**config.mk**
```make
export PLATFORM = sky130hd
export DESIGN_NAME = weekly_schedule_rule_evaluator_unit_flat
export DESIGN_NICKNAME = d
export VERILOG_FILES = /design/src/wsre_pkg.sv /design/src/wsre_if.sv /design/src/wsre_ram.sv /design/src/wsre_div.sv /design/src/weekly_schedule_rule_evaluator_unit.sv /design/src/flat_wrapper.sv
export SDC_FILE = /design/constraint.sdc
export NUM_CORES = 1
export LEC_CHECK = 0
export ABC_AREA = 1
export BUFFER_PORTS_ARGS = -buffer_cell sky130_fd_sc_hd__buf_2
export CAP_MARGIN = 10
export CORE_AREA = 2 2 230 232
export DETAILED_ROUTE_END_ITERATION = 8
export DIE_AREA = 0 0 232 234
export PLACE_DENSITY = 0.69
export SLEW_MARGIN = 20
export SYNTH_ARGS = -nofsm -noshare
export SYNTH_HDL_FRONTEND = slang
export SYNTH_SLANG_ARGS = --single-unit
```
**constraint.sdc**
```tcl
create_clock -name clk_i -period 4.6 [get_ports clk_i]
set_clock_uncertainty 0.1 [all_clocks]
set_input_delay 1.15 -clock clk_i [delete_from_list [all_inputs] [get_ports clk_i]]
set_output_delay 1.15 -clock clk_i [all_outputs]
set_load 0.01 [all_outputs]
```
**src/wsre_pkg.sv**
```systemverilog
package wsre_pkg;

  // default table depth
  localparam int MAX_RULES_DEF = 8;

  // field widths
  localparam int IDX_W     = 3;
  localparam int WDAY_W    = 7;
  localparam int MIN_W     = 11;
  localparam int NINT_W    = 8;
  localparam int WD_W      = 3;
  localparam int YEAR_W    = 12;
  localparam int RCNT_W    = 4;
  localparam int CFG_IDX_W = 2;
  localparam int CFG_DAT_W = 12;
  localparam int DIV_W     = 16;

  // commands
  localparam logic CMD_WRITE = 1'b0;
  localparam logic CMD_EVAL  = 1'b1;

  // configuration register indexes
  localparam logic [CFG_IDX_W-1:0] REG_RULE_COUNT = 2'd0;
  localparam logic [CFG_IDX_W-1:0] REG_MIN_YEAR   = 2'd1;

  // reset value of the year threshold and length of a day
  localparam logic [YEAR_W-1:0] MIN_YEAR_RST = 12'd2020;
  localparam logic [DIV_W-1:0]  DAY_MINUTES  = 16'd1440;

  // one table entry
  typedef struct packed {
    logic              enabled;
    logic [WDAY_W-1:0] weekdays;
    logic [MIN_W-1:0]  start_min;
    logic [MIN_W-1:0]  end_min;
    logic              interval_mode;
    logic [NINT_W-1:0] intervals;
    logic [MIN_W-1:0]  duration;
  } rule_t;

  localparam int RULE_W = $bits(rule_t);

  // divider status
  typedef struct packed {
    logic busy;
    logic done;
  } div_sts_t;

  // sequencer states
  typedef enum logic [2:0] {
    ST_IDLE,
    ST_FETCH,
    ST_CHECK,
    ST_DIV_LEN,
    ST_DIV_POS,
    ST_DONE
  } state_e;

endpackage

```
**src/wsre_if.sv**
```systemverilog
// input item channel
interface wsre_req_if import wsre_pkg::*; ();
  logic              valid;
  logic              ready;
  logic              command;
  logic [IDX_W-1:0]  rule_index;
  logic              rule_enabled;
  logic [WDAY_W-1:0] rule_weekdays;
  logic [MIN_W-1:0]  rule_start;
  logic [MIN_W-1:0]  rule_end;
  logic              rule_interval_mode;
  logic [NINT_W-1:0] rule_intervals;
  logic [MIN_W-1:0]  rule_duration;
  logic [WD_W-1:0]   weekday;
  logic [MIN_W-1:0]  minute_of_day;
  logic [YEAR_W-1:0] year;

  modport source (
    output valid, command, rule_index, rule_enabled, rule_weekdays, rule_start,
           rule_end, rule_interval_mode, rule_intervals, rule_duration, weekday,
           minute_of_day, year,
    input  ready
  );
  modport sink (
    input  valid, command, rule_index, rule_enabled, rule_weekdays, rule_start,
           rule_end, rule_interval_mode, rule_intervals, rule_duration, weekday,
           minute_of_day, year,
    output ready
  );
endinterface

// result channel
interface wsre_rsp_if ();
  logic valid;
  logic ready;
  logic active;
  logic clock_valid;

  modport source (output valid, active, clock_valid, input ready);
  modport sink (input valid, active, clock_valid, output ready);
endinterface

// configuration write channel
interface wsre_cfg_if import wsre_pkg::*; ();
  logic                 valid;
  logic                 ready;
  logic [CFG_IDX_W-1:0] reg_idx;
  logic [CFG_DAT_W-1:0] wdata;

  modport source (output valid, reg_idx, wdata, input ready);
  modport sink (input valid, reg_idx, wdata, output ready);
endinterface

```
**src/wsre_ram.sv**
```systemverilog
module wsre_ram #(
  parameter int WIDTH = 8,
  parameter int DEPTH = 8,
  localparam int AW = (DEPTH > 1) ? $clog2(DEPTH) : 1
) (
  input  logic             clk_i,
  input  logic             we_i,
  input  logic [AW-1:0]    waddr_i,
  input  logic [WIDTH-1:0] wdata_i,
  input  logic             re_i,
  input  logic [AW-1:0]    raddr_i,
  output logic [WIDTH-1:0] rdata_o
);

  logic [WIDTH-1:0] mem_q [DEPTH];
  logic [WIDTH-1:0] rdata_q;

  // write port
  always_ff @(posedge clk_i) begin
    if (we_i) begin
      mem_q[waddr_i] <= wdata_i;
    end
  end

  // registered read port
  always_ff @(posedge clk_i) begin
    if (re_i) begin
      rdata_q <= mem_q[raddr_i];
    end
  end

  assign rdata_o = rdata_q;

endmodule

```
**src/wsre_div.sv**
```systemverilog
module wsre_div import wsre_pkg::*; (
  input  logic             clk_i,
  input  logic             rst_ni,
  input  logic             start_i,
  input  logic [DIV_W-1:0] dividend_i,
  input  logic [DIV_W-1:0] divisor_i,
  output div_sts_t         sts_o,
  output logic [DIV_W-1:0] quot_o,
  output logic [DIV_W-1:0] rem_o
);

  localparam int CW = $clog2(DIV_W + 1);

  logic [DIV_W-1:0] rem_q;
  logic [DIV_W-1:0] quo_q;
  logic [DIV_W-1:0] dvs_q;
  logic [CW-1:0]    cnt_q;
  logic             busy_q;
  logic             done_q;
  logic [DIV_W:0]   shifted;
  logic [DIV_W:0]   trial;

  // one quotient bit per step, restoring
  assign shifted = {rem_q, quo_q[DIV_W-1]};
  assign trial   = shifted - {1'b0, dvs_q};

  // step control
  always_ff @(posedge clk_i or negedge rst_ni) begin
    if (!rst_ni) begin
      busy_q <= 1'b0;
      done_q <= 1'b0;
      cnt_q  <= '0;
    end else begin
      done_q <= 1'b0;
      if (start_i) begin
        busy_q <= 1'b1;
        cnt_q  <= CW'(DIV_W);
      end else if (busy_q) begin
        cnt_q <= cnt_q - CW'(1);
        if (cnt_q == CW'(1)) begin
          busy_q <= 1'b0;
          done_q <= 1'b1;
        end
      end
    end
  end

  // remainder and quotient shift registers
  always_ff @(posedge clk_i) begin
    if (start_i) begin
      rem_q <= '0;
      quo_q <= dividend_i;
      dvs_q <= divisor_i;
    end else if (busy_q) begin
      rem_q <= trial[DIV_W] ? shifted[DIV_W-1:0] : trial[DIV_W-1:0];
      quo_q <= {quo_q[DIV_W-2:0], ~trial[DIV_W]};
    end
  end

  assign sts_o.busy = busy_q;
  assign sts_o.done = done_q;
  assign quot_o     = quo_q;
  assign rem_o      = rem_q;

endmodule

```
**src/weekly_schedule_rule_evaluator_unit.sv**
```systemverilog
// channel  modport  direction  moves
// req_i    sink     in         rule write or time evaluate request
// rsp_o    source   out        active and clock_valid, one per evaluate
// cfg_i    sink     in         register write: rule_count, min_valid_year
//
// a rule write is stored when taken; an evaluate fetches and checks each rule in turn, and
// for an interval rule the divider computes the slice length and then the position in the
// slice, stopping at the first matching rule
// the single bit-serial divider computes one quotient bit per cycle
// reset clears the rule valid bits and loads the registers; no clearing pass
// a result waiting in the output register holds the next evaluate only at its end
module weekly_schedule_rule_evaluator_unit import wsre_pkg::*; #(
  parameter int MAX_RULES = MAX_RULES_DEF
) (
  input  logic      clk_i,
  input  logic      rst_ni,
  wsre_req_if.sink   req_i,
  wsre_rsp_if.source rsp_o,
  wsre_cfg_if.sink   cfg_i
);

  localparam int ADDR_W = (MAX_RULES > 1) ? $clog2(MAX_RULES) : 1;
  localparam int CNT_W  = $clog2(MAX_RULES + 1);

  state_e state_q, state_d;

  logic [RCNT_W-1:0] rule_cnt_q;
  logic [YEAR_W-1:0] min_year_q;
  logic [MAX_RULES-1:0] vld_q;
  logic              vld_rd_q;
  logic [CNT_W-1:0]  cnt_q, cnt_d;
  logic [CNT_W-1:0]  cnt_nxt;
  logic [CNT_W-1:0]  lim;
  logic              res_act_q, res_act_d;
  logic              res_cv_q, res_cv_d;
  logic [WD_W-1:0]   wd_q;
  logic [MIN_W-1:0]  min_q;
  logic              rsp_vld_q;
  logic              rsp_act_q;
  logic              rsp_cv_q;
  logic              rsp_load;

  logic              req_acc;
  logic              wr_acc;
  logic              wr_in_range;
  logic [ADDR_W-1:0] waddr;
  rule_t             wr_rule;
  rule_t             rule;
  logic              ram_re;

  logic              div_start;
  logic [DIV_W-1:0]  div_dividend;
  logic [DIV_W-1:0]  div_divisor;
  div_sts_t          div_sts;
  logic [DIV_W-1:0]  div_quot;
  logic [DIV_W-1:0]  div_rem;

  logic              in_win;
  logic              day_ok;
  logic              pre_match;
  logic [DIV_W-1:0]  win_len;
  logic [DIV_W-1:0]  min_ext;
  logic [DIV_W-1:0]  start_ext;
  logic [DIV_W-1:0]  end_ext;
  logic [DIV_W-1:0]  slice_pos;

  // handshake decode
  assign req_acc     = req_i.valid && req_i.ready;
  assign wr_acc      = req_acc && (req_i.command == CMD_WRITE);
  assign wr_in_range = 32'(req_i.rule_index) < 32'(MAX_RULES);
  assign waddr       = ADDR_W'(req_i.rule_index);

  assign wr_rule.enabled       = req_i.rule_enabled;
  assign wr_rule.weekdays      = req_i.rule_weekdays;
  assign wr_rule.start_min     = req_i.rule_start;
  assign wr_rule.end_min       = req_i.rule_end;
  assign wr_rule.interval_mode = req_i.rule_interval_mode;
  assign wr_rule.intervals     = req_i.rule_intervals;
  assign wr_rule.duration      = req_i.rule_duration;

  // configuration registers
  assign cfg_i.ready = 1'b1;

  always_ff @(posedge clk_i or negedge rst_ni) begin
    if (!rst_ni) begin
      rule_cnt_q <= '0;
      min_year_q <= MIN_YEAR_RST;
    end else if (cfg_i.valid) begin
      if (cfg_i.reg_idx == REG_RULE_COUNT) begin
        rule_cnt_q <= cfg_i.wdata[RCNT_W-1:0];
      end else if (cfg_i.reg_idx == REG_MIN_YEAR) begin
        min_year_q <= cfg_i.wdata[YEAR_W-1:0];
      end
    end
  end

  // number of rules walked
  assign lim = (32'(rule_cnt_q) > 32'(MAX_RULES)) ? CNT_W'(MAX_RULES) : CNT_W'(rule_cnt_q);
  assign cnt_nxt = cnt_q + CNT_W'(1);

  // rule table with per-entry valid bits
  wsre_ram #(
    .WIDTH(RULE_W),
    .DEPTH(MAX_RULES)
  ) u_ram (
    .clk_i  (clk_i),
    .we_i   (wr_acc && wr_in_range),
    .waddr_i(waddr),
    .wdata_i(wr_rule),
    .re_i   (ram_re),
    .raddr_i(cnt_q[ADDR_W-1:0]),
    .rdata_o(rule)
  );

  always_ff @(posedge clk_i or negedge rst_ni) begin
    if (!rst_ni) begin
      vld_q    <= '0;
      vld_rd_q <= 1'b0;
    end else begin
      if (wr_acc && wr_in_range) begin
        vld_q[waddr] <= 1'b1;
      end
      if (ram_re) begin
        vld_rd_q <= vld_q[cnt_q[ADDR_W-1:0]];
      end
    end
  end

  // evaluate operands
  always_ff @(posedge clk_i) begin
    if (req_acc) begin
      wd_q  <= req_i.weekday;
      min_q <= req_i.minute_of_day;
    end
  end

  // window tests on the fetched rule
  assign min_ext   = DIV_W'(min_q);
  assign start_ext = DIV_W'(rule.start_min);
  assign end_ext   = DIV_W'(rule.end_min);

  always_comb begin
    if (rule.start_min == rule.end_min) begin
      in_win  = 1'b1;
      win_len = DAY_MINUTES;
    end else if (rule.start_min < rule.end_min) begin
      in_win  = (min_q >= rule.start_min) && (min_q < rule.end_min);
      win_len = end_ext - start_ext;
    end else begin
      in_win  = (min_q >= rule.start_min) || (min_q < rule.end_min);
      win_len = DAY_MINUTES - start_ext + end_ext;
    end
  end

  assign day_ok    = (wd_q != '0) && rule.weekdays[3'(wd_q - 3'd1)];
  assign pre_match = vld_rd_q && rule.enabled && day_ok && in_win;
  assign slice_pos = ((min_q < rule.start_min) ? (min_ext + DAY_MINUTES) : min_ext) - start_ext;

  // shared bit-serial divider
  wsre_div u_div (
    .clk_i     (clk_i),
    .rst_ni    (rst_ni),
    .start_i   (div_start),
    .dividend_i(div_dividend),
    .divisor_i (div_divisor),
    .sts_o     (div_sts),
    .quot_o    (div_quot),
    .rem_o     (div_rem)
  );

  // sequencer state register
  always_ff @(posedge clk_i or negedge rst_ni) begin
    if (!rst_ni) begin
      state_q   <= ST_IDLE;
      cnt_q     <= '0;
      res_act_q <= 1'b0;
      res_cv_q  <= 1'b0;
    end else begin
      state_q   <= state_d;
      cnt_q     <= cnt_d;
      res_act_q <= res_act_d;
      res_cv_q  <= res_cv_d;
    end
  end

  // next state and control
  always_comb begin
    state_d      = state_q;
    cnt_d        = cnt_q;
    res_act_d    = res_act_q;
    res_cv_d     = res_cv_q;
    req_i.ready  = 1'b0;
    ram_re       = 1'b0;
    div_start    = 1'b0;
    div_dividend = win_len;
    div_divisor  = DIV_W'(rule.intervals);
    rsp_load     = 1'b0;

    unique case (state_q)
      ST_IDLE: begin
        req_i.ready = 1'b1;
        if (req_i.valid && (req_i.command == CMD_EVAL)) begin
          cnt_d     = '0;
          res_act_d = 1'b0;
          if (req_i.year < min_year_q) begin
            res_cv_d = 1'b0;
            state_d  = ST_DONE;
          end else begin
            res_cv_d = 1'b1;
            state_d  = (lim == '0) ? ST_DONE : ST_FETCH;
          end
        end
      end
      ST_FETCH: begin
        ram_re  = 1'b1;
        state_d = ST_CHECK;
      end
      ST_CHECK: begin
        if (pre_match && !rule.interval_mode) begin
          res_act_d = 1'b1;
          state_d   = ST_DONE;
        end else if (pre_match && (rule.intervals != '0)) begin
          div_start = 1'b1;
          state_d   = ST_DIV_LEN;
        end else begin
          cnt_d   = cnt_nxt;
          state_d = (cnt_nxt == lim) ? ST_DONE : ST_FETCH;
        end
      end
      ST_DIV_LEN: begin
        div_dividend = slice_pos;
        div_divisor  = div_quot;
        if (div_sts.done) begin
          if (div_quot != '0) begin
            div_start = 1'b1;
            state_d   = ST_DIV_POS;
          end else begin
            cnt_d   = cnt_nxt;
            state_d = (cnt_nxt == lim) ? ST_DONE : ST_FETCH;
          end
        end
      end
      ST_DIV_POS: begin
        if (div_sts.done) begin
          if (div_rem < DIV_W'(rule.duration)) begin
            res_act_d = 1'b1;
            state_d   = ST_DONE;
          end else begin
            cnt_d   = cnt_nxt;
            state_d = (cnt_nxt == lim) ? ST_DONE : ST_FETCH;
          end
        end
      end
      ST_DONE: begin
        if (!rsp_vld_q || rsp_o.ready) begin
          rsp_load = 1'b1;
          state_d  = ST_IDLE;
        end
      end
      default: begin
        state_d = ST_IDLE;
      end
    endcase
  end

  // output register
  always_ff @(posedge clk_i or negedge rst_ni) begin
    if (!rst_ni) begin
      rsp_vld_q <= 1'b0;
    end else if (rsp_load) begin
      rsp_vld_q <= 1'b1;
    end else if (rsp_o.ready) begin
      rsp_vld_q <= 1'b0;
    end
  end

  always_ff @(posedge clk_i) begin
    if (rsp_load) begin
      rsp_act_q <= res_act_q;
      rsp_cv_q  <= res_cv_q;
    end
  end

  assign rsp_o.valid       = rsp_vld_q;
  assign rsp_o.active      = rsp_act_q;
  assign rsp_o.clock_valid = rsp_cv_q;

endmodule

```
**src/flat_wrapper.sv**
```systemverilog
// flat-port wrapper written by rule: the top's interface ports become plain ports
module weekly_schedule_rule_evaluator_unit_flat import wsre_pkg::*;
#(
  parameter int MAX_RULES = MAX_RULES_DEF
)
  (clk_i, rst_ni, req_i_valid, req_i_command, req_i_rule_index, req_i_rule_enabled, req_i_rule_weekdays, req_i_rule_start, req_i_rule_end, req_i_rule_interval_mode, req_i_rule_intervals, req_i_rule_duration, req_i_weekday, req_i_minute_of_day, req_i_year, req_i_ready, rsp_o_valid, rsp_o_active, rsp_o_clock_valid, rsp_o_ready, cfg_i_valid, cfg_i_reg_idx, cfg_i_wdata, cfg_i_ready);
  wsre_req_if req_i_i ();
  wsre_rsp_if rsp_o_i ();
  wsre_cfg_if cfg_i_i ();
  input  logic clk_i;
  input  logic rst_ni;
  input wire logic [$bits(req_i_i.valid)-1:0] req_i_valid;
  input wire logic [$bits(req_i_i.command)-1:0] req_i_command;
  input wire logic [$bits(req_i_i.rule_index)-1:0] req_i_rule_index;
  input wire logic [$bits(req_i_i.rule_enabled)-1:0] req_i_rule_enabled;
  input wire logic [$bits(req_i_i.rule_weekdays)-1:0] req_i_rule_weekdays;
  input wire logic [$bits(req_i_i.rule_start)-1:0] req_i_rule_start;
  input wire logic [$bits(req_i_i.rule_end)-1:0] req_i_rule_end;
  input wire logic [$bits(req_i_i.rule_interval_mode)-1:0] req_i_rule_interval_mode;
  input wire logic [$bits(req_i_i.rule_intervals)-1:0] req_i_rule_intervals;
  input wire logic [$bits(req_i_i.rule_duration)-1:0] req_i_rule_duration;
  input wire logic [$bits(req_i_i.weekday)-1:0] req_i_weekday;
  input wire logic [$bits(req_i_i.minute_of_day)-1:0] req_i_minute_of_day;
  input wire logic [$bits(req_i_i.year)-1:0] req_i_year;
  output wire logic [$bits(req_i_i.ready)-1:0] req_i_ready;
  output wire logic [$bits(rsp_o_i.valid)-1:0] rsp_o_valid;
  output wire logic [$bits(rsp_o_i.active)-1:0] rsp_o_active;
  output wire logic [$bits(rsp_o_i.clock_valid)-1:0] rsp_o_clock_valid;
  input wire logic [$bits(rsp_o_i.ready)-1:0] rsp_o_ready;
  input wire logic [$bits(cfg_i_i.valid)-1:0] cfg_i_valid;
  input wire logic [$bits(cfg_i_i.reg_idx)-1:0] cfg_i_reg_idx;
  input wire logic [$bits(cfg_i_i.wdata)-1:0] cfg_i_wdata;
  output wire logic [$bits(cfg_i_i.ready)-1:0] cfg_i_ready;
  assign req_i_i.valid = req_i_valid;
  assign req_i_i.command = req_i_command;
  assign req_i_i.rule_index = req_i_rule_index;
  assign req_i_i.rule_enabled = req_i_rule_enabled;
  assign req_i_i.rule_weekdays = req_i_rule_weekdays;
  assign req_i_i.rule_start = req_i_rule_start;
  assign req_i_i.rule_end = req_i_rule_end;
  assign req_i_i.rule_interval_mode = req_i_rule_interval_mode;
  assign req_i_i.rule_intervals = req_i_rule_intervals;
  assign req_i_i.rule_duration = req_i_rule_duration;
  assign req_i_i.weekday = req_i_weekday;
  assign req_i_i.minute_of_day = req_i_minute_of_day;
  assign req_i_i.year = req_i_year;
  assign req_i_ready = req_i_i.ready;
  assign rsp_o_valid = rsp_o_i.valid;
  assign rsp_o_active = rsp_o_i.active;
  assign rsp_o_clock_valid = rsp_o_i.clock_valid;
  assign rsp_o_i.ready = rsp_o_ready;
  assign cfg_i_i.valid = cfg_i_valid;
  assign cfg_i_i.reg_idx = cfg_i_reg_idx;
  assign cfg_i_i.wdata = cfg_i_wdata;
  assign cfg_i_ready = cfg_i_i.ready;
  weekly_schedule_rule_evaluator_unit #(.MAX_RULES(MAX_RULES)) u_core (.clk_i(clk_i), .rst_ni(rst_ni), .req_i(req_i_i), .rsp_o(rsp_o_i), .cfg_i(cfg_i_i));
endmodule
```
==> results of run 1 <==
logic make-up (layout without fill, tap and decap cells):
logic type      after synthesis  count (layout)  share of synthesized area (%)
other cells                   1               6                         0.0146
buf+inv                     295             436                           4.58
xor+xnor                     44              44                           1.50
mux                           2               2                         0.0828
flops                       556             556                           63.6
fa+ha+maj                    97              97                           4.84
compound gates              534             534                           11.7
simple gates                855             855                           13.7
final timing paths:
check | start | endpoint | slack, ns | cells past startpoint
worst max-delay path | u_core.u_ram.rdata_o[33] | u_core.u_div.quot_o[13] | 0.80 | 21
worst min-delay path | u_core.res_cv_q | u_core.rsp_o.clock_valid | 0.35 | 0
worst max register to register | u_core.u_ram.rdata_o[33] | u_core.u_div.quot_o[13] | 0.80 | 21
worst min register to register | u_core.res_cv_q | u_core.rsp_o.clock_valid | 0.35 | 0
max in group asynchronous | rst_ni | u_core.cnt_q[1] | 3.11 | 1
min in group asynchronous | rst_ni | u_core.min_year_q[11] | 0.60 | 1
cells in the mapped netlist, drive strengths merged, types with 5 or more instances:
library cell,instances,area share [%]
nand4,12,0.29
o21a,5,0.15
o211ai,5,0.15
nand2,300,4.6
xor2,23,0.78
or2,9,0.22
dfxtp,16,1.2
nor2,447,6.6
edfxtp,498,58
dfstp,7,0.72
a31oi,54,1.3
nor3,9,0.18
o21ai,298,6.0
xnor2,21,0.72
inv,197,2.9
clkbuf,71,1.0
buf,27,0.67
nor4,5,0.12
o22ai,50,1.2
nand3,63,1.4
ha,93,4.5
dfrtp,35,3.4
a21oi,101,2.2
nand3b,7,0.32
metal layers:
layer | global-route usage (%) | vias up
met2 | 36.5 | 561
met5 | 0 | -
met4 | 9.15 | 12
met3 | 3.10 | 132
met1 | 31.0 | 8513
li1 | - | 8528
cells in the final DEF, fill, tap and decap left out, drive strengths merged, types with 54 or more instances in the layout:
master / Yosys / final
a21oi: 101 / 101
nand3: 63 / 63
a31oi: 54 / 54
o21ai: 298 / 298
clkbuf: 71 / 80
edfxtp: 498 / 498
inv: 197 / 201
nor2: 447 / 447
ha: 93 / 93
nand2: 300 / 300
buf: 27 / 136
report_power, final:
part	internal [mW]	total, mW	switching [mW]	leakage (nW)
registers	6.18	6.56	0.381	5.13
logic	2.19	6.44	4.25	5.10
clock network	2.60	4.48	1.88	0.875
total	11.0	17.5	6.51	11.1
worst reg2reg max path, stage by stage (launching register included):
cell      delay [ns]
edfxtp_1        0.40
inv_1           0.10
ha_1            0.37
nand3_1         0.10
nand3_1         0.18
nand3_1         0.14
nand3_1         0.22
inv_1           0.12
nand2_1         0.07
nand2_1         0.06
ha_1            0.34
a21oi_1         0.13
a21boi_0        0.18
inv_1           0.05
nor2_1          0.19
o21ai_0         0.18
nand3_1         0.13
nand4_1         0.11
or2_2           0.29
nand2_1         0.08
nand2_2         0.05
nand2_1         0.08
sequential cells by signal, indices dropped and copies added (netlist names), 3 cells and up:
name / count
u_core.cnt_q: 4
u_core.min_q: 11
u_core.min_year_q: 12
u_core.rule_cnt_q: 4
u_core.state_q: 3
u_core.u_div.cnt_q: 5
u_core.u_div.dvs_q: 16
u_core.u_div.quot_o: 16
u_core.u_div.rem_o: 16
u_core.u_ram.mem_q: 400
u_core.u_ram.rdata_o: 50
u_core.vld_q: 8
u_core.wd_q: 3
final cells by class:
| cell class | count | area, um2 | area share (%) |
|---|---|---|---|
| sequential | 556 | 16300 | 56.6 |
| multi-input combinational | 1533 | 8230 | 28.5 |
| clock buffer | 80 | 1570 | 5.45 |
| timing repair buffer | 136 | 891 | 3.08 |
| tap | 688 | 861 | 2.98 |
| inverter | 197 | 743 | 2.57 |
| clock inverter | 23 | 229 | 0.793 |
| antenna | 5 | 12.5 | 0.0433 |
==> run metrics, run 1 <==
Crit path required time=~5 ns; top layer in use=met5; area grow syn2layout=12.5%; Post-CTS Resized=0; worst-margin pin slew=around 0.95 ns; CTS H-Tree Depth=2; Peak Freq=263 MHz; Port Buffers=~100; Cells after DPL=between 3,000 and 4,000; Cell Chain, Critical Path=inv_1 > ha_1 > nand3_1 > nand3_1 > nand3_1 > nand3_1 > inv_1 > nand2_1 > nand2_1 > ha_1 > a21oi_1 > a21boi_0 > inv_1 > nor2_1 > o21ai_0 > nand3_1 > nand4_1 > or2_2 > nand2_1 > nand2_2 > nand2_1; final antenna-violating net count=0; number of synthesis warnings=0; post-synthesis sequential area ratio=between 60% and 70%; pwr dens=605 mW/mm2; TritonCTS buffer count=between 50 and 60; Vias per Instance=between 5 and 6; GPL Wtd Cong=approximately 0.9; initial antenna violation count=11; Final Worst Setup Slack=approximately 0.80 ns; max cap viols=0; number of synthesized flops with an enable pin=498; Setup Buffers After CTS=0; hpwl dp=38.9 mm; Core ar.=between 0.05 and 0.06 mm2; total wire length=around 60 mm; crit path DAT=4.17 ns; critical path fanouts, max=6; DIE WIDTH=roughly 230 um; num ports=roughly 100; Routed WL per cell=~19 um; Reg clk slew, reported paths=~0.06 ns; die area=~0.054 mm2; Crit path top cell by count=nand3_1; largest net degree at the start of global routing=104; post-layout net count=between 2,000 and 3,000; FP Rows=84; vias in the first global route=between 15,000 and 20,000; status=finished clean; initial DRC count=between 1,500 and 2,000; layout cells sized above 1=11.8%; DR DRC count=0; grt ovf=0; wire length on met2=28.3 mm; fillcell total=approximately 4,300; setup TNS=0 ns; Final Hold Fails=0; async set-or-reset flop fraction in the synthesized netlist=between 7 and 8%; TritonCTS clock tree=yes; Leak=between 10 and 15 nW; Mapped Cells=approximately 2,400; Initial Util=roughly half; fin crit share=between 80 and 90%; total number of vias=approximately 18,000; GRT Resource Usage Total=22.6%; Detail Route met3 WL=~3.5 mm; Avg Cell Area, Syn=~11 um2; Placement Cell Area=~0.027 mm2; fin area=roughly 0.029 mm2; Final Non-Filler Cells=about 3,200; Hold Path Class=flip-flop to flip-flop; Syn Nets=2,580; die height=between 200 and 250 um; Crit-path slowest cell=edfxtp_1; Clock Tree Buf Depth=3; Main synth FF type=edfxtp_1; router iterations before antenna repair=5; Worst VDD drop=0.000333 V; synth unique cells=between 50 and 60; worst path bufs/invs=3; pre-CTS setup slack=around 0.84 ns; count of state elements after synthesis=~560; WS Path Type=flip-flop to flip-flop; Final min period=roughly 3.8 ns; RSZ-0062 raised after global routing=no; worst hold slack=approximately 0.35 ns; final setup vio count=0; Max Slew Vio Count=0; crit start category=flip-flop; final core occ=a little under three fifths; CTS root buf=clkbuf_16; Synth Cell Area=0.0257 mm2; Setup crit end kind=flip-flop; final total power=17.5 mW; max_slew headroom=about 36%; Top delay family on crit path=simple AND/OR/NAND/NOR gates; max incr delay on CP=0.40 ns; Clock Sinks=roughly 560; Worst-Skew Late Latency=between 0.6 and 0.7 ns; Post-CTS Hold Buffers=0; met1 wire length=between 20 and 30 mm; first-pass GRT wire length=~95 mm
Note: power is estimated with default switching activity, not from simulation.
==> run 2: changes to the inputs <==
--- a/config.mk
+++ b/config.mk
@@ -5,13 +5,13 @@
 export SDC_FILE = /design/constraint.sdc
 export NUM_CORES = 1
 export LEC_CHECK = 0
-export ABC_AREA = 1
+export ABC_AREA = 0
 export BUFFER_PORTS_ARGS = -buffer_cell sky130_fd_sc_hd__buf_2
 export CAP_MARGIN = 10
-export CORE_AREA = 2 2 230 232
+export CORE_AREA = 2 2 227 229
 export DETAILED_ROUTE_END_ITERATION = 8
-export DIE_AREA = 0 0 232 234
-export PLACE_DENSITY = 0.69
+export DIE_AREA = 0 0 229 231
+export PLACE_DENSITY = 0.66
 export SLEW_MARGIN = 20
 export SYNTH_ARGS = -nofsm -noshare
 export SYNTH_HDL_FRONTEND = slang
==> constraint.sdc (replaced) <==
create_clock -name clk_i -period 3.7 [get_ports clk_i]
set_clock_uncertainty 0.1 [all_clocks]
set_input_delay 0.925 -clock clk_i [delete_from_list [all_inputs] [get_ports clk_i]]
set_output_delay 0.925 -clock clk_i [all_outputs]
set_load 0.01 [all_outputs]
==> run metrics, run 2 <==
status=finished clean; wire length on met2=26.0 mm (-8.1%); final antenna-violating net count=0 (unchanged); mux cell area share after synthesis=12.9% (+13 points); top layer in use=met5; fin area=0.0288 mm2 (-0.41%); number of synthesized flops with an enable pin=498 (unchanged); Vias per Instance=5.66 (+2.7%); Worst VDD drop=0.000460 V (+38%); max reg flops=400 (unchanged); total number of vias=13,958 (-21%); DR DRC count=0 (unchanged); CTS root buf=clkbuf_16; GRT Resource Usage Total=20.5% (-2.0 points); most frequent cell after synthesis=edfxtp_1; Yosys top cell by area=edfxtp_1; Initial Util=49.1% (-0.24 points); Final Hold Fails=0 (unchanged); max incr delay on CP=0.42 ns (+0.02 ns); post-layout net count=1,932 (-28%); Leak=10.2 nW (-8.1%); R2R depth=16 (-24%); crit start category=flip-flop; WS Path Type=flip-flop to flip-flop; Detail Route met3 WL=2.67 mm (-25%); first-pass GRT wire length=82.9 mm (-13%); Worst-Skew Late Latency=0.61 ns (about the same); fin crit share=97.3% (+15 points); Hold Path Class=input pin to async pin; die height=231 um (-1.3%); diodes inserted=0 (-5); Syn Nets=1,767 (-32%); router iterations before antenna repair=5 (unchanged); Port Buffers=102 (unchanged); Peak Freq=278 MHz (+5.6%); adder-cell share of the synthesized area=5.00% (+0.15 points); worst-margin pin slew=0.897 ns (-0.0561 ns); Largest Register=u_core.u_ram.mem_q; grt ovf=0 (unchanged); complex-gate fraction of the synthesized area=6.44% (-5.2 points); Main synth FF type=edfxtp_1; async set-or-reset flop fraction in the synthesized netlist=7.55% (unchanged); Sw Share=32.0% (-5.2 points); final total power=21.1 mW (+21%); Synth Cell Area=0.0249 mm2 (-3.1%); worst hold slack=0.223 ns (-0.130 ns); vias in the first global route=14,242 (-18%); initial DRC count=1,060 (-30%); most frequent cells in the layout=edfxtp_1 (498), mux4_2 (103), buf_2 (101), ha_1 (89), nand2_1 (82); Simple-Gate Fraction of Synth Area=5.65% (-8.1 points); Max Slew Vio Count=0 (unchanged); xor and xnor area share after synthesis=2.04% (+0.54 points); hpwl dp=33.6 mm (-14%); max_slew headroom=40.2% (+3.7 points); DIE WIDTH=229 um (-1.3%); Placement Cell Area=0.0266 mm2 (-1.5%); Crit path required time=3.96 ns (-1.01 ns); largest net degree at the start of global routing=89 (-14%); count of state elements after synthesis=556 (unchanged); post-synthesis sequential area ratio=65.6% (+2.0 points); Setup crit end kind=flip-flop; total wire length=53.6 mm (-11%); Crit-path slowest cell=edfxtp_1; area grow syn2layout=15.5%; Final min period=3.60 ns (-0.202 ns); Routed WL per cell=21.7 um (+16%); beginning of the critical path=u_core.u_ram.rdata_o[40]; die area=0.0529 mm2 (-2.6%); Comb power frac=33.4% (-3.4 points); layout cells sized above 1=28.1% (+16 points); num ports=104 (unchanged); CTS H-Tree Depth=2 (unchanged); largest family of logic cells by synthesized area=multiplexers; critical path fanouts, max=4 (-2); final core occ=56.8% (+1.2 points); Core ar.=0.0507 mm2 (-2.6%); RR Startpoint=u_core.u_ram.rdata_o[40]; synth unique cells=79 (+39%); net switching power=6.76 mW (+3.8%); initial antenna violation count=5 (-6); reg2reg setup slack=0.1 ns (-0.70 ns); proportion of netlist area held by the largest area contributor=60.1% (+1.8 points); Mapped Cells=1,571 (-34%); max cap viols=0 (unchanged); most frequent cells after synthesis=edfxtp_1 (498), mux4_2 (103), ha_1 (93), nor2_1 (88), inv_1 (83); Cell Chain, Critical Path=inv_2 > ha_1 > a21o_1 > a21oi_2 > o31ai_2 > a21o_1 > buf_4 > nor2b_1 > xor2_1 > ha_1 > or2_2 > a21oi_1 > a21oi_2 > xnor2_1 > a221oi_1 > nor2_1; part of the power in registers=38.5% (+1.0 points); reg2reg end=u_core.u_div.quot_o[11]; crit path DAT=3.86 ns (-0.31 ns); met1 wire length=23.5 mm (-12%); Clock Power Share=28.1% (+2.5 points); Post-CTS Hold Buffers=0 (unchanged); Clock Sinks=556 (unchanged); TritonCTS clock tree=yes; final setup vio count=0 (unchanged); GPL Wtd Cong=0.861 (-6.0%); Avg Cell Area, Syn=15.8 um2 (+47%); FP Rows=83 (-1.2%); Clock Tree Buf Depth=3 (unchanged); TritonCTS buffer count=56 (unchanged); commonest non-fill, non-tap cell in the layout=edfxtp_1; Reg clk slew, reported paths=0.07 ns (about the same); internal power=14.4 mW (+31%); Area contributors post-synth=edfxtp_1 (60%), mux4_2 (9.3%), ha_1 (4.7%); pwr dens=734 mW/mm2 (+21%); number of synthesis warnings=0 (unchanged)
run 2: changes by cell type in the layout (fill, tap and decap cells not counted), sizes merged, moves of 26 or more:
cell   delta
a31oi    -45
buf      +26
a21oi    -33
mux2     +67
nand3    -52
o21ai   -239
o22ai    -46
mux4    +103
nand2   -217
inv     -114
nor2    -358
run 2: critical path, delay by kind of cell, from the launching register on:
family                   cells  cell delay, ns
adder cells (fa/ha/maj)      2            0.57
buffers and inverters        2            0.26
AND/OR/NAND/NOR              3            0.51
flip-flops                   1            0.42
AO/OA/AOI/OAI                7            1.14
XOR/XNOR                     2            0.35
run 2: final cells by class:
class / instances / area [um2]
clock inverters: 36 / 439
fillers: 3970 / 21900
inverters: 84 / 323
multi-input cells: 876 / 8190
clock buffers: 70 / 1520
repair buffers: 162 / 1100
flip-flops and latches: 556 / 16300
well taps: 680 / 851
run 2: kinds of logic (layout without fill, tap and decap cells):
kind of cell    count (synthesis)  in the layout
flops                         556            556
mux                           183            183
buf+inv                       139            352
simple gates                  295            295
xor+xnor                       58             58
other cells                     1              1
compound gates                242            242
fa+ha+maj                      97             97
run 2: layer usage:
metal / global-route usage (%) / up-vias
met5: 0 / -
met4: 5.95 / 6
met3: 3.24 / 73
met2: 34.0 / 323
met1: 28.4 / 7125
li1: - / 6431
run 2: worst max path at each step:
stage | end | slack (ns) | cells past startpoint
after floorplan | u_core.u_ram.mem_q[2][0] | -0.47 | 5
after global placement | u_core.u_div.quot_o[14] | -0.01 | 15
after detailed placement | u_core.u_div.quot_o[12] | -0.06 | 14
after CTS | u_core.u_div.quot_o[15] | 0.005 | 17
after global routing | u_core.u_div.quot_o[14] | -0.08 | 14
final | u_core.u_div.quot_o[11] | 0.1 | 16
run 2: stage by stage:
stage / worst slack, ns / std cells / setup TNS (ns)
6_report: 0.0991 / 2464 / 0
5_1_grt: -0.0800 / 2464 / -0.223
4_1_cts: 0.00533 / 2461 / 0
3_5_place_dp: -0.0553 / 2355 / -0.116
3_3_place_gp: -0.0108 / 2355 / -0.0207
2_1_floorplan: -0.465 / 1571 / -62.24
run 2: what timing repair did:
| item | CTS | global route |
|---|---|---|
| setup endpoints to repair | 5 | 15 |
| pin swaps | 0 | 11 |
| gates resized for setup | 5 | 28 |
| setup buffers | 0 | 3 |
| endpoints found under the hold margin | 0 | 0 |
run 2: power groups by stage:
stage	clock network [mW]	registers (mW)	logic [mW]
2_1_floorplan	0	8.00	5.15
3_3_place_gp	0	8.25	6.73
3_5_place_dp	0	8.26	6.84
4_1_cts	6.05	8.14	6.92
5_1_grt	6.28	8.21	7.80
6_report	5.92	8.14	7.06
==> run 3: changes to the inputs <==
--- a/config.mk
+++ b/config.mk
@@ -9,6 +9,7 @@
 export BUFFER_PORTS_ARGS = -buffer_cell sky130_fd_sc_hd__buf_2
 export CAP_MARGIN = 10
 export CORE_AREA = 2 2 227 229
+export CTS_BUF_LIST = sky130_fd_sc_hd__clkbuf_2 sky130_fd_sc_hd__clkbuf_4 sky130_fd_sc_hd__clkbuf_8
 export DETAILED_ROUTE_END_ITERATION = 8
 export DIE_AREA = 0 0 229 231
 export PLACE_DENSITY = 0.66
==> run metrics, run 3 (synthesis results as in run 2) <==
status=finished clean; max_slew headroom=39.8% (-0.39 points); Post-CTS Hold Buffers=0 (unchanged); total number of vias=14,139 (+1.3%); pwr dens=709 mW/mm2 (-3.4%); largest net degree at the start of global routing=89 (unchanged); Hold Path Class=input pin to async pin; critical path fanouts, max=4 (unchanged); Cells after DPL=2,355 (unchanged); Final Non-Filler Cells=2,521 (+2.3%); grt ovf=0 (unchanged); Reg clk slew, reported paths=0.06 ns (about the same); max cap viols=0 (unchanged); Vias per Instance=5.61 (-0.99%); Clock Sinks=556 (unchanged); Largest Register=u_core.u_ram.mem_q; router iterations before antenna repair=5 (unchanged); area grow syn2layout=14.4%; GPL Wtd Cong=0.861 (unchanged); worst hold slack=0.160 ns (-0.0627 ns); DIE WIDTH=229 um (unchanged); Core ar.=0.0507 mm2 (unchanged); initial antenna violation count=4 (-1); Leak=10.2 nW (-0.39%); Worst-Skew Late Latency=0.66 ns (+0.05 ns); layout cells sized above 1=29.5% (+1.3 points); post-layout net count=1,967 (+1.8%); worst-margin pin slew=0.903 ns (+0.00580 ns); hpwl dp=33.6 mm (unchanged); Final min period=3.58 ns (-0.0229 ns); die area=0.0529 mm2 (unchanged); commonest non-fill, non-tap cell in the layout=edfxtp_1; Final Hold Fails=0 (unchanged); die height=231 um (unchanged); CTS H-Tree Depth=3 (+1); Port Buffers=102 (unchanged); Crit path required time=4.01 ns (+0.05 ns); Worst VDD drop=0.000337 V (-27%); final total power=20.2 mW (-4.3%); pre-CTS setup slack=-0.0553 ns (unchanged); register area=0.0163 mm2 (unchanged); CTS root buf=clkbuf_8; Clock Tree Buf Depth=3 (unchanged); TritonCTS buffer count=91 (+63%); setup TNS=0 ns (unchanged); fillcell total=4,033 (+1.6%); fin crit share=96.7% (-0.62 points); Initial Util=49.1% (unchanged); vias in the first global route=14,577 (+2.4%); crit path DAT=3.88 ns (+0.02 ns); Multi-input gate area=0.00815 mm2 (-0.57%); DR DRC count=0 (unchanged); Setup crit end kind=flip-flop; total wire length=53.9 mm (+0.64%); Max Slew Vio Count=0 (unchanged); crit start category=flip-flop; TritonCTS clock tree=yes; FP Rows=83 (unchanged); final antenna-violating net count=0 (unchanged); GRT Resource Usage Total=20.8% (+0.21 points); Final Worst Setup Slack=0.122 ns (+0.0229 ns); initial DRC count=939 (-11%); WS Path Type=flip-flop to flip-flop; Peak Freq=279 MHz (+0.64%); max reg flops=400 (unchanged); first-pass GRT wire length=83.5 mm (+0.76%); num ports=104 (unchanged); Routed WL per cell=21.4 um (-1.6%); final setup vio count=0 (unchanged); most frequent cells in the layout=edfxtp_1 (498), mux4_2 (103), buf_2 (101), clkbuf_8 (94), ha_1 (91)
-- run 3: cell type report --
| class | instances | share of cell area (%) |
|---|---|---|
| Timing Repair Buffer | 162 | 3.87 |
| Clock inverter | 35 | 0.593 |
| Clock buffer | 127 | 5.41 |
| Multi-Input combinational cell | 876 | 28.6 |
| Inverter | 84 | 1.13 |
| Antenna cell | 1 | 0.00879 |
| Sequential cell | 556 | 57.4 |
| Tap cell | 680 | 2.99 |
-- run 3: through the flow --
| step | cell area [um2] | util, % |
|---|---|---|
| after detailed placement | 26600 | 52.6 |
| after floorplan | 24900 | - |
| final | 28500 | 56.2 |
| after global placement | 26600 | 52.6 |
| after global routing | 28500 | 56.2 |
| after CTS | 28400 | 56.0 |
-- run 3: per-layer routing --
layer,GRT usage [%],wire (um),share of wire [%]
met3,3.48,2790,5.2
met2,34.1,26100,48
met5,0,34,0.063
met4,7.55,1380,2.6
met1,28.1,23600,44
-- run 3: final timing paths --
kind                                     startpoint                       end  slack (ns)  depth (start not counted)
max                        u_core.u_ram.rdata_o[40]   u_core.u_div.quot_o[11]        0.12                         16
min                                          rst_ni           u_core.cnt_q[2]        0.16                          1
max reg2reg                u_core.u_ram.rdata_o[40]   u_core.u_div.quot_o[11]        0.12                         16
min reg2reg                         u_core.res_cv_q  u_core.rsp_o.clock_valid        0.35                          0
max in group asynchronous                    rst_ni           u_core.cnt_q[0]        2.91                          1
min in group clk_i                  u_core.res_cv_q  u_core.rsp_o.clock_valid        0.35                          0
-- run 3: critical path, cell delays in order, from the launching register on --
cell and delay (ns):
edfxtp_1 0.41, inv_2 0.10, ha_1 0.25, a21o_1 0.20
a21oi_2 0.15, o31ai_2 0.09, a21o_1 0.20, buf_4 0.16
nor2b_1 0.14, xor2_1 0.18, ha_1 0.30, or2_2 0.31
a21oi_1 0.17, a21oi_2 0.08, xnor2_1 0.14, a221oi_1 0.26
nor2_1 0.07
-- run 3: report_power, final --
group / internal [mW] / leakage, nW / switching, mW
Clock: 2.69 / 0.913 / 2.36
Sequential: 7.61 / 5.14 / 0.524
Combinational: 3.24 / 4.11 / 3.78
-- run 3: repair_timing --
item / in CTS / in global routing
pin swaps: 0 / 8
gates resized for setup: 2 / 21
buffers inserted: 0 / 3
setup endpoints to repair: 5 / 19
